--- config.mk ---
export PLATFORM = sky130hd
export DESIGN_NAME = lpfr_ctrl
export DESIGN_NICKNAME = d
export VERILOG_FILES = /design/src/rtl/lpfr_pkg.sv /design/src/rtl/lpfr_ctrl.sv
export SDC_FILE = /design/constraint.sdc
export NUM_CORES = 1
export LEC_CHECK = 0
export BUFFER_PORTS_ARGS = -buffer_cell sky130_fd_sc_hd__buf_4
export CAP_MARGIN = 20
export CORE_AREA = 3 3 40 42
export DETAILED_ROUTE_END_ITERATION = 7
export DIE_AREA = 0 0 43 45
export GPL_TIMING_DRIVEN = 1
export PLACE_DENSITY = 0.44
export SLEW_MARGIN = 20
export SYNTH_ARGS = -nofsm -noshare
export SYNTH_HDL_FRONTEND = slang
export SYNTH_SLANG_ARGS = --single-unit
--- constraint.sdc ---
create_clock -name clk -period 1.2 [get_ports clk]
set_input_delay 0.06 -clock clk [delete_from_list [all_inputs] [get_ports clk]]
set_output_delay 0.06 -clock clk [all_outputs]
set_load 0.02 [all_outputs]
--- src/rtl/lpfr_pkg.sv ---
package lpfr_pkg;

  localparam int PANEL_ROWS   = 2;
  localparam int PANEL_COLS   = 12;
  localparam int QUARTER_ROWS = 2;
  localparam int QUARTER_COLS = 2;
  localparam int PIXEL_ROWS   = 8;
  localparam int GRAY_BYTES   = 4;

  localparam int HALF_COLS     = PANEL_COLS / 2;
  localparam int STRETCH_DEPTH = PANEL_ROWS * PANEL_COLS * QUARTER_ROWS * QUARTER_COLS;
  localparam int PIXEL_DEPTH   = STRETCH_DEPTH * PIXEL_ROWS * GRAY_BYTES;

  // quarter block lengths and pass lengths, grayscale and binary rows
  localparam int LD_QBLK_G = 1 + PANEL_COLS + PIXEL_ROWS * GRAY_BYTES * PANEL_COLS;
  localparam int LD_QBLK_B = 1 + PANEL_COLS + PIXEL_ROWS * PANEL_COLS;
  localparam int LD_LEN_G  = PANEL_ROWS * QUARTER_COLS * QUARTER_ROWS * LD_QBLK_G;
  localparam int LD_LEN_B  = PANEL_ROWS * QUARTER_COLS * QUARTER_ROWS * LD_QBLK_B;
  localparam int RD_BLKS   = HALF_COLS * PANEL_ROWS * 2 * QUARTER_COLS * QUARTER_ROWS;
  localparam int RD_LEN_G  = RD_BLKS * (1 + PIXEL_ROWS * GRAY_BYTES);
  localparam int RD_LEN_B  = RD_BLKS * (1 + PIXEL_ROWS);
  localparam int LEN_MAX   = (LD_LEN_G > RD_LEN_G) ? LD_LEN_G : RD_LEN_G;

  function automatic int cnt_w(input int n);
    return (n > 1) ? $clog2(n) : 1;
  endfunction

  localparam int POS_W  = $clog2(LEN_MAX + 1);
  localparam int ROW_W  = cnt_w(PANEL_ROWS);
  localparam int COL_W  = cnt_w(PANEL_COLS);
  localparam int QR_W   = cnt_w(QUARTER_ROWS);
  localparam int QC_W   = cnt_w(QUARTER_COLS);
  localparam int PXR_W  = cnt_w(PIXEL_ROWS);
  localparam int GB_W   = cnt_w(GRAY_BYTES);
  localparam int HC_W   = cnt_w(HALF_COLS);
  localparam int SA_W   = cnt_w(STRETCH_DEPTH);
  localparam int PA_W   = cnt_w(PIXEL_DEPTH);

  localparam int POSITION_W = 12;

  typedef struct packed {
    logic       cmd;
    logic [7:0] pattern_byte;
  } lpfr_in_t;

  typedef struct packed {
    logic [7:0]            out_byte;
    logic [POSITION_W-1:0] pass_position;
    logic                  pass_last;
  } lpfr_out_t;

  // controller to datapath
  typedef struct packed {
    logic accept;
    logic ld_clr;
    logic ld_walk;
    logic ld_sync;
    logic rd_clr;
    logic rd_walk;
    logic rd_sync;
  } lpfr_cmd_t;

  // datapath to controller
  typedef struct packed {
    logic ld_stale;
    logic rd_stale;
    logic ld_walk_done;
    logic rd_walk_done;
  } lpfr_stat_t;

endpackage

--- src/rtl/lpfr_ctrl.sv ---
module lpfr_ctrl (
  input  logic                   clk,
  input  logic                   rst_n,
  input  logic                   start,
  output logic                   busy,
  input  lpfr_pkg::lpfr_stat_t   stat,
  output lpfr_pkg::lpfr_cmd_t    cmd
);
  import lpfr_pkg::*;

  localparam logic [2:0] ST_IDLE    = 3'd0;
  localparam logic [2:0] ST_LD_CLR  = 3'd1;
  localparam logic [2:0] ST_LD_WALK = 3'd2;
  localparam logic [2:0] ST_RD_CLR  = 3'd3;
  localparam logic [2:0] ST_RD_WALK = 3'd4;

  logic [2:0] state_r;
  logic [2:0] state_nxt;

  assign busy = (state_r != ST_IDLE) || stat.ld_stale || stat.rd_stale;

  always_comb begin
    state_nxt = state_r;
    cmd       = '0;
    case (state_r)
      ST_IDLE: begin
        if (stat.ld_stale) begin
          state_nxt = ST_LD_CLR;
        end else if (stat.rd_stale) begin
          state_nxt = ST_RD_CLR;
        end else begin
          cmd.accept = start;
        end
      end
      ST_LD_CLR: begin
        cmd.ld_clr = 1'b1;
        state_nxt  = ST_LD_WALK;
      end
      ST_LD_WALK: begin
        // count the digit counters up to the saved position under the new mode
        if (stat.ld_walk_done) begin
          cmd.ld_sync = 1'b1;
          state_nxt   = ST_IDLE;
        end else begin
          cmd.ld_walk = 1'b1;
        end
      end
      ST_RD_CLR: begin
        cmd.rd_clr = 1'b1;
        state_nxt  = ST_RD_WALK;
      end
      ST_RD_WALK: begin
        if (stat.rd_walk_done) begin
          cmd.rd_sync = 1'b1;
          state_nxt   = ST_IDLE;
        end else begin
          cmd.rd_walk = 1'b1;
        end
      end
      default: state_nxt = ST_IDLE;
    endcase
  end

  always_ff @(posedge clk) begin
    if (!rst_n) begin
      state_r <= ST_IDLE;
    end else begin
      state_r <= state_nxt;
    end
  end

endmodule

After elaboration in Yosys (flattened, before gate mapping) --
Cells that the tools add are included.
Cells by class: $add $sub $neg 0, eq/ne operators 7, bitwise operators 0, $lt $le $gt $ge 0, div/mod/pow operators 0, shift-type cells 0, multipliers 0, reduce and logical (&&, ||, !) cells 5, muxes and demuxes 16
Operators with widths (count):
- $pmux W3 S5 | 1
- $mux W3 | 4
- $mux W1 | 9
- $eq A3 B2 Y1 const B | 2
- $mux W2 | 2
- $ne A2 B2 Y1 const B | 2
- $eq A3 B1 Y1 const B | 1
- $eq A3 B3 Y1 const B | 1
- $logic_not A3 Y1 | 1
- $ne A3 B3 Y1 const B | 1
- $reduce_and A3 Y1 | 1
- $reduce_bool A3 Y1 | 1
- $logic_or A1 B1 Y1 | 2
Storage, ports and cells: memories 0, bits in registers 3, word-level logic and storage cells 29, bits in writable memories 0, output and inout bits 8, bits in latches 0, memory bits (read-only) 0

Longest topological paths before layout --
Gate-level depths: netlist of the first run.
depth after elaboration 3, depth in mapped cells 2

Worst setup path before layout of the first run --
OpenSTA, ideal clock, no wires.
path type reg-to-output, start reg state_r[1], end out cmd[4] (netlist bit), stages on the path, launching flop included 2, slack -0.029 ns, arrival 1.169 ns, path through dfxtp_1 -> nor4b_1
RTL lines:
- start, declared | RTL line lpfr_ctrl.sv:17 | logic [2:0] state_r;
- start signal, assigned | RTL line lpfr_ctrl.sv:68 | state_r <= state_nxt;
- end, declared | RTL line lpfr_ctrl.sv:7 | output lpfr_pkg::lpfr_cmd_t cmd

==> results of run 1 <==
## metrics by stage
stage	instance area, sq um	std cells	utilization [%]	worst slack, ns
2_1_floorplan	208	19	-	0.148
3_3_place_gp	339	49	26.4	0.130
3_5_place_dp	339	49	26.4	0.101
4_1_cts	377	53	29.3	0.0153
5_1_grt	384	53	29.9	0.00681
6_report	384	53	29.9	0.0552
## power breakdown
group          switching (mW)  leakage (nW)  internal (mW)  total, mW
sequential             0.0271        0.0261          0.112      0.139
combinational          0.0558         0.129         0.0693      0.125
clock                  0.0518        0.0150          0.125      0.176
## layout by cell type (no fill, tap or decap), drive strengths merged
cell / Yosys / final
nor3: 1 / 1
dfxtp: 3 / 3
inv: 1 / 1
and3b: 1 / 1
nor4b: 3 / 3
a2111oi: 1 / 1
clkbuf: 0 / 4
buf: 0 / 15
nand2: 1 / 1
nor3b: 1 / 1
nor2: 1 / 1
nand2b: 1 / 1
o21a: 2 / 2
and4bb: 1 / 1
and3: 2 / 2
## what timing repair did
item | CTS | global route
hold buffers | 0 | 0
resized for setup | 5 | 2
hold endpoints to repair | 0 | 0
pin swaps | 1 | 1
setup buffers | 0 | 0
setup endpoints to repair | 5 | 3
## final cells by class
| class | count | area (sq um) |
|---|---|---|
| fillers | 136 | 901 |
| multi-input cells | 15 | 156 |
| repair buffers | 15 | 113 |
| flip-flops and latches | 3 | 66.3 |
| clock buffers | 4 | 26.3 |
| well taps | 15 | 18.8 |
| inverters | 1 | 3.75 |
## how the worst max path moves through the flow
| stage | to | slack [ns] | cells after the start |
|---|---|---|---|
| 3_3_place_gp | state_r[0]$_SDFFE_PN0P_ | 0.13 | 3 |
| 2_1_floorplan | cmd[5] | 0.15 | 1 |
| 6_report | cmd[6] | 0.06 | 3 |
| 4_1_cts | cmd[0] | 0.02 | 3 |
| 3_5_place_dp | cmd[6] | 0.10 | 3 |
| 5_1_grt | cmd[6] | 0.007 | 3 |
## per-layer routing
layer	global-route usage, %	share of wire, %	up-vias
met3	3.19	6.8	2
met5	0	0	-
met2	12.0	51	9
met1	7.21	40	100
met4	7.23	2.6	0
li1	-	-	113
## synth_stat cells
| cell type | n | area share (%) |
|---|---|---|
| and4bb_2 | 1 | 6.2 |
| dfxtp_1 | 3 | 30 |
| nor3b_1 | 1 | 3.7 |
| o21a_1 | 2 | 7.5 |
| and3b_1 | 1 | 4.3 |
| nor2_1 | 1 | 1.9 |
| a2111oi_2 | 1 | 7.5 |
| nand2_1 | 1 | 1.9 |
| nor4b_1 | 1 | 4.3 |
| nor4b_4 | 1 | 12 |
| nor3_1 | 1 | 2.5 |
| and3_1 | 2 | 6.2 |
| inv_1 | 1 | 1.9 |
| nand2b_1 | 1 | 3.1 |
| nor4b_2 | 1 | 7.5 |
## cells by family (layout without fill, tap and decap cells)
logic type | after synthesis | in the layout | share of synthesized area (%)
buffers and inverters | 1 | 20 | 1.86
DFF | 3 | 3 | 29.8
AOI/OAI and AO/OA | 3 | 3 | 14.9
and+or+nand+nor | 12 | 12 | 53.4
## worst register-to-register path, stage by stage, from the launching register on
cell and delay (ns):
dfxtp_2 0.36, o21a_1 0.21, a2111oi_2 0.32
==> results.txt, run 1 <==
Syn Inst Count: 19
Max Clk Rate: 0.874 GHz
area of the mapped netlist: 201 sq um
max FFs per register: 3
fin crit share: 95.4%
clk_lat worst skew: 0.23 ns
largest buffer count on any clock path: 2
CTS tree: done
WHS: 0.0435 ns
Yosys Warn Count: 0
Via Count: 224
endpoints failing hold: 0
max-slew violation count: 0
CP peak stage delay: 0.37 ns
VDD IR max: 0.392 mV
Top Registers: state_r (3)
first-pass GRT wire length: 1040 microns
CORE AREA: 1280 sq um
Worst path slowest cell: dfxtp_4
R2R setup slack: 0.20 ns
minimum clock period: 1.14 ns
Avg Inst Size Synth: 10.6 sq um
Final Wtd Congestion: 0.642
WHS Path Cells: 2
Initial Utilization: 15.7%
initial antenna violation count: 0
Die Wd: 43 microns
overall routed net length: 574 microns
IO Pins: 15
Pwr Total: 0.440 mW
full die area: 1940 sq um
post-route ant nets: 0
CP top delay family: flip-flops
Max Cap Viol: 0
status: finished clean
Total Nets Final: 46
Die H: 45 microns
worst hold-check path type: in -> reg
WL per Instance: 10.8 microns
area grow syn2layout: 90.7%
Critical Path RT: 1.14 ns
IO Port Bufs: 14
setup_tns: 0 ns
critical path class: reg -> out
total iterations of the first detailed-routing run: 2
vias in the first global route: 260
CTS sink count: 3
RSZ-0062 raised after global routing: false
CP Launch Point: state_r[2]$_SDFFE_PN0P_
pwr dens: 1150 nW/um^2
crit-path max FO: 9
Setup crit start kind: flip-flop
register bit total from synthesis: 3
grt ovf: 0
Critical R2R Launch: state_r[0]$_SDFFE_PN0P_
sequential-to-total area share from yosys stat: 29.8%
DRC Markers: 0
crit path capture type: primary output
H-tree Lvls: 1
Synth cell types: 15
Final setup viols: 0
Leak Pwr: 0.170 nW
Overall Global Routing Usage: 7.49%
Biggest register: state_r
clock root buffer: clkbuf_4
worst-path cell chain: nor3_2 > and3_1 > buf_4
post-DP HPWL: 448 microns
worst hold endpoint: state_r[2]$_SDFFE_PN0P_
min-delay src: rst_n
Worst EP arrival: 1.08 ns
Buf/Inv on CP: 1
CTS buffer count: 3
Worst-path clk slew: 0.04 ns
row count: 13
layout cell share with drive strength beyond 1: 73.7%
FF-to-FF path depth: 2
largest net degree at the start of global routing: 10
Worst-Margin Slew: 0.253 ns
Max Clock Skew: 0.00259 ns
Reg-to-Reg End: state_r[1]$_SDFFE_PN0P_
ant diodes: 0
relative slew slack: 83.1%
vias per cell: 4.23
drt first-iter violations: 6
Post-Syn Nets: 26
Note: power is estimated with default switching activity, not from simulation.
==> inputs of run 2 (changes only) <==
ABC_AREA = 1   (was default)
CTS_CLUSTER_DIAMETER = 100   (was default)
PLACE_DENSITY = 0.46   (was 0.44)
==> results.txt, run 2 <==
status: finished clean
Worst-path clk slew: 0.04 ns (about the same)
Gate power share: 52.9% (+25 points)
Max Clock Skew: 0.00313 ns (+0.000536 ns)
WHS: 0.0927 ns (+0.0492 ns)
Synth cell types: 11 (-4)
Syn Inst Count: 37 (+18)
Critical R2R Launch: state_r[0]$_SDFFE_PN0P_
Die H: 45 microns (unchanged)
number of flops mapped to enable cells by yosys: 0 (unchanged)
area of the mapped netlist: 224 sq um (+11%)
Synth top area share: 26.8% (-3.0 points)
NetSw: 0.326 mW (+140%)
most common cell in the synthesized netlist: inv_1
vias per cell: 3.96 (-6.3%)
max-slew violation count: 0 (unchanged)
VDD IR max: 0.488 mV (+24%)
DRC Markers: 0 (unchanged)
clk_lat worst skew: 0.23 ns (about the same)
share of flip-flops with an asynchronous set or reset: 0% (unchanged)
grt ovf: 0 (unchanged)
CTS buffer count: 3 (unchanged)
vias in the first global route: 227 (-13%)
largest family of logic cells by synthesized area: simple AND/OR/NAND/NOR gates
CTS sink count: 3 (unchanged)
Yosys top cell by area: dfxtp_1
compound-cell area share of the yosys netlist: 5.59% (-9.3 points)
initial antenna violation count: 0 (unchanged)
Synth Area in Simple Gates: 45.8% (-7.6 points)
post-route ant nets: 0 (unchanged)
first-pass GRT wire length: 821 microns (-21%)
fin crit share: 94.5% (-0.86 points)
Overall Global Routing Usage: 6.40% (-1.1 points)
clock power share: 22.1% (-18 points)
row count: 13 (unchanged)
Final setup viols: 0 (unchanged)
largest net degree at the start of global routing: 7 (-3)
Avg Inst Size Synth: 6.05 sq um (-43%)
H-tree Lvls: 1 (unchanged)
Worst EP arrival: 1.07 ns (about the same)
CTS tree: done
worst hold-check path type: in -> reg
Post-Synth Adder-Cell Area: 0% (unchanged)
crit-path max FO: 6 (-3)
Design Area, Final: 415 sq um (+8.1%)
minimum clock period: 1.13 ns (-0.0103 ns)
Total Nets Final: 65 (+41%)
Top Registers: state_r (3)
Post-Syn Nets: 44 (+69%)
most common cell after layout, fill and taps aside: buf_4
drt first-iter violations: 1 (-5)
largest buffer count on any clock path: 2 (unchanged)
Synth Area in XOR/XNOR: 0% (unchanged)
ant diodes: 0 (unchanged)
Max Clk Rate: 0.881 GHz (+0.91%)
internal power: 0.458 mW (+50%)
FILL cells: 153 (+13%)
multiplexer area fraction after synthesis: 0% (unchanged)
Max Cap Viol: 0 (unchanged)
Worst-Margin Slew: 0.193 ns (-0.0608 ns)
Biggest register: state_r
Leak Pwr: 0.254 nW (+49%)
register area: 63.8 sq um (-3.8%)
RSZ-0062 raised after global routing: true
layout cell share with drive strength beyond 1: 56.1% (-18 points)
min-delay src: rst_n
Die Wd: 43 microns (unchanged)
full die area: 1940 sq um (unchanged)
relative slew slack: 87.0% (+4.0 points)
Initial Utilization: 17.4% (+1.8 points)
max FFs per register: 3 (unchanged)
Final Wtd Congestion: 0.690 (+7.4%)
clock root buffer: clkbuf_4
crit path capture type: primary output
post-DP HPWL: 472 microns (+5.3%)
Yosys Warn Count: 0 (unchanged)
part of the power in registers: 24.9% (-6.6 points)
CP Launch Point: state_r[0]$_SDFFE_PN0P_
overall routed net length: 584 microns (+1.7%)
Multi-input gate area: 138 sq um (-12%)
pwr dens: 1890 nW/um^2 (+65%)
endpoints failing hold: 0 (unchanged)
Critical Path RT: 1.14 ns (about the same)
IO Pins: 15 (unchanged)
sequential-to-total area share from yosys stat: 26.8% (-3.0 points)
Top FF cell, synth: dfxtp_1
area grow syn2layout: 85.5%
switching share of total power: 41.6% (+11 points)
placed instance area: 354 sq um (+4.4%)
most frequent cells after synthesis: inv_1, nand2_1, nor2_1
IO Port Bufs: 14 (unchanged)
CORE AREA: 1280 sq um (unchanged)
total iterations of the first detailed-routing run: 2 (unchanged)
critical path class: reg -> out
most frequent cells in the layout: buf_4, inv_1, nand2_1
Setup crit start kind: flip-flop
WL per Instance: 8.11 microns (-25%)
Via Count: 285 (+27%)
Synth area leaders: dfxtp_1, inv_1, nand3_2
register bit total from synthesis: 3 (unchanged)
## run 2: metrics by stage
step	cells	setup slack (ns)	setup TNS, ns	total power, mW	utilization, %
2_1_floorplan	37	0.0154	0	0.398	-
3_3_place_gp	66	0.0824	0	0.522	27.6
3_5_place_dp	66	0.112	0	0.520	27.6
4_1_cts	70	0.00886	0	0.725	30.1
5_1_grt	72	-0.0405	-0.0871	0.861	32.3
6_report	72	0.0656	0	0.784	32.3
## run 2: kinds of logic (layout without fill, tap and decap cells)
kind of cell           after synthesis  in the layout
AOI/OAI and AO/OA                    2              2
buffers and inverters               13             33
DFF                                  3              3
and+or+nand+nor                     19             19
## run 2: worst paths after layout
path | to | slack [ns] | cells after the start
max | cmd[6] | 0.07 | 4
min | state_r[2]$_SDFFE_PN0P_ | 0.09 | 3
max reg2reg | state_r[1]$_SDFFE_PN0P_ | 0.19 | 6
min reg2reg | state_r[2]$_SDFFE_PN0P_ | 0.54 | 2
## run 2: what timing repair did
item                       CTS  global route
setup endpoints to repair    5             6
pin swaps                    1             1
setup buffers                0             2
hold buffers                 0             0
gates resized for setup      3             6
## run 2: layer usage
metal | track usage (%) | routed length, microns
met3 | 3.98 | 65
met4 | 9.04 | 0
met2 | 8.68 | 310
met1 | 5.52 | 208
met5 | 0 | 0
## run 2: power by group through the flow
stage                     registers, mW  logic [mW]  clock network, mW
after floorplan                   0.166       0.232                  0
after global placement            0.173       0.349                  0
after detailed placement          0.174       0.346                  0
after CTS                         0.185       0.355              0.185
after global routing              0.201       0.462              0.198
final                             0.195       0.415              0.174
## run 2: cell type report
cell class / count / share of cell area (%)
Clock buffer: 4 / 6.33
Tap cell: 15 / 4.52
Sequential cell: 3 / 15.4
Inverter: 13 / 11.7
Multi-Input combinational cell: 21 / 33.1
Timing Repair Buffer: 16 / 28.9
## run 2: critical path: stages (launching register included)
cell     delay (ns)
dfxtp_2        0.36
nor2_4         0.16
nand3_2        0.11
nor2_2         0.09
buf_4          0.14
==> inputs of run 3 (changes only) <==
GPL_TIMING_DRIVEN = 0   (was 1)
==> results.txt, run 3 (same netlist as run 2, synthesis figures left out) <==
overall routed net length: 538 microns (-7.9%)
Design Area, Final: 392 sq um (-5.7%)
FF-to-FF path depth: 7 (+1)
Max Clk Rate: 0.876 GHz (-0.64%)
final core occ: 30.5% (-1.9 points)
Max Cap Viol: 0 (unchanged)
Worst EP arrival: 1.08 ns (about the same)
max-slew violation count: 0 (unchanged)
row count: 13 (unchanged)
CTS buffer count: 3 (unchanged)
full die area: 1940 sq um (unchanged)
met1 global-route usage: 7.23% (+1.7 points)
Final Wtd Congestion: 0.693 (+0.44%)
largest buffer count on any clock path: 2 (unchanged)
minimum clock period: 1.14 ns (+0.00730 ns)
RSZ-0062 raised after global routing: false
vias per cell: 3.77 (-4.7%)
WHS Path Cells: 3 (unchanged)
VDD IR max: 0.662 mV (+36%)
Pwr Total: 0.718 mW (-8.5%)
met3 usage: 4.38% (+0.40 points)
max FFs per register: 3 (unchanged)
pwr dens: 1830 nW/um^2 (-2.9%)
IO Port Bufs: 14 (unchanged)
Max Clock Skew: 0.00402 ns (+0.000890 ns)
clock root buffer: clkbuf_4
CORE AREA: 1280 sq um (unchanged)
crit path capture type: primary output
relative slew slack: 84.6% (-2.5 points)
placed instance area: 354 sq um (unchanged)
Overall Global Routing Usage: 6.66% (+0.26 points)
vias in the first global route: 234 (+3.1%)
critical path class: reg -> out
ant diodes: 0 (unchanged)
Worst-path clk slew: 0.04 ns (about the same)
Leak Pwr: 0.244 nW (-3.8%)
IO Pins: 15 (unchanged)
total iterations of the first detailed-routing run: 2 (unchanged)
Initial Utilization: 17.4% (unchanged)
area grow syn2layout: 74.9%
DRC Markers: 0 (unchanged)
largest net degree at the start of global routing: 7 (unchanged)
Non-Filler Instances: 70 (-2.8%)
cts hold-fix bufs: 0 (unchanged)
crit-path max FO: 4 (-2)
WL per Instance: 7.69 microns (-5.2%)
Die Wd: 43 microns (unchanged)
post-DP HPWL: 442 microns (-6.2%)
most common cell after layout, fill and taps aside: buf_4
drt first-iter violations: 2 (+1)
clk_lat worst skew: 0.23 ns (about the same)
worst hold-check path type: in -> reg
fin crit share: 95.1% (+0.61 points)
Die H: 45 microns (unchanged)
Worst-Margin Slew: 0.229 ns (+0.0363 ns)
first-pass GRT wire length: 890 microns (+8.4%)
layout cell share with drive strength beyond 1: 50.9% (-5.2 points)
Via Count: 264 (-7.4%)
setup slack at placement: 0.131 ns (+0.0186 ns)
endpoints failing hold: 0 (unchanged)
initial antenna violation count: 0 (unchanged)
CTS sink count: 3 (unchanged)
Biggest register: state_r
most used routing layer: met2
Cells after DPL: 66 (unchanged)
WHS: 0.0886 ns (-0.00406 ns)
status: finished clean
post-CTS setup buffers: 0 (unchanged)
Total Nets Final: 63 (-3.1%)
met2 Usage GRT: 8.08% (-0.60 points)
Critical Path RT: 1.14 ns (about the same)
post-route ant nets: 0 (unchanged)
grt ovf: 0 (unchanged)
Top Registers: state_r (3)
most frequent cells in the layout: buf_4, inv_1, nand2_1
H-tree Lvls: 1 (unchanged)
Final setup viols: 0 (unchanged)
CTS tree: done
Setup crit start kind: flip-flop
Setup WS post-layout: 0.0583 ns (-0.00730 ns)
setup_tns: 0 ns (unchanged)
run 3: final timing paths:
kind | from | endpoint | slack, ns
max reg2reg | state_r[1]$_SDFFE_PN0P_ | state_r[1]$_SDFFE_PN0P_ | 0.20
min | rst_n | state_r[2]$_SDFFE_PN0P_ | 0.09
min reg2reg | state_r[2]$_SDFFE_PN0P_ | state_r[2]$_SDFFE_PN0P_ | 0.54
max | state_r[1]$_SDFFE_PN0P_ | cmd[3] | 0.06
run 3: worst max-delay path, cell delays in order (launching register included):
cell and delay (ns):
dfxtp_2 0.37, inv_2 0.07, nor4_1 0.23, buf_4 0.19
run 3: timing repair:
action / in CTS / in global routing
resized for setup: 4 / 3
endpoints found under the setup margin: 5 / 6
hold endpoints to repair: 0 / 0
pin swaps: 1 / 0
run 3: layer usage:
metal | up-vias | routed length, microns | part of all wire (%)
li1 | 149 | - | -
met1 | 108 | 222 | 41
met2 | 7 | 258 | 48
met3 | 0 | 57 | 11
met4 | 0 | 0 | 0
met5 | - | 0 | 0
run 3: report_power, final:
part | switching (mW) | internal, mW | leakage [nW]
sequential | 0.0539 | 0.138 | 0.0258
clock | 0.0512 | 0.125 | 0.0150
combinational | 0.203 | 0.147 | 0.204
total | 0.308 | 0.409 | 0.244
run 3: final cells by class:
type / instances / area [sq um]
Fill cell: 151 / 893
Inverter: 13 / 48.8
Sequential cell: 3 / 63.8
Timing Repair Buffer: 14 / 105
Clock buffer: 4 / 26.3
Multi-Input combinational cell: 21 / 129
Tap cell: 15 / 18.8
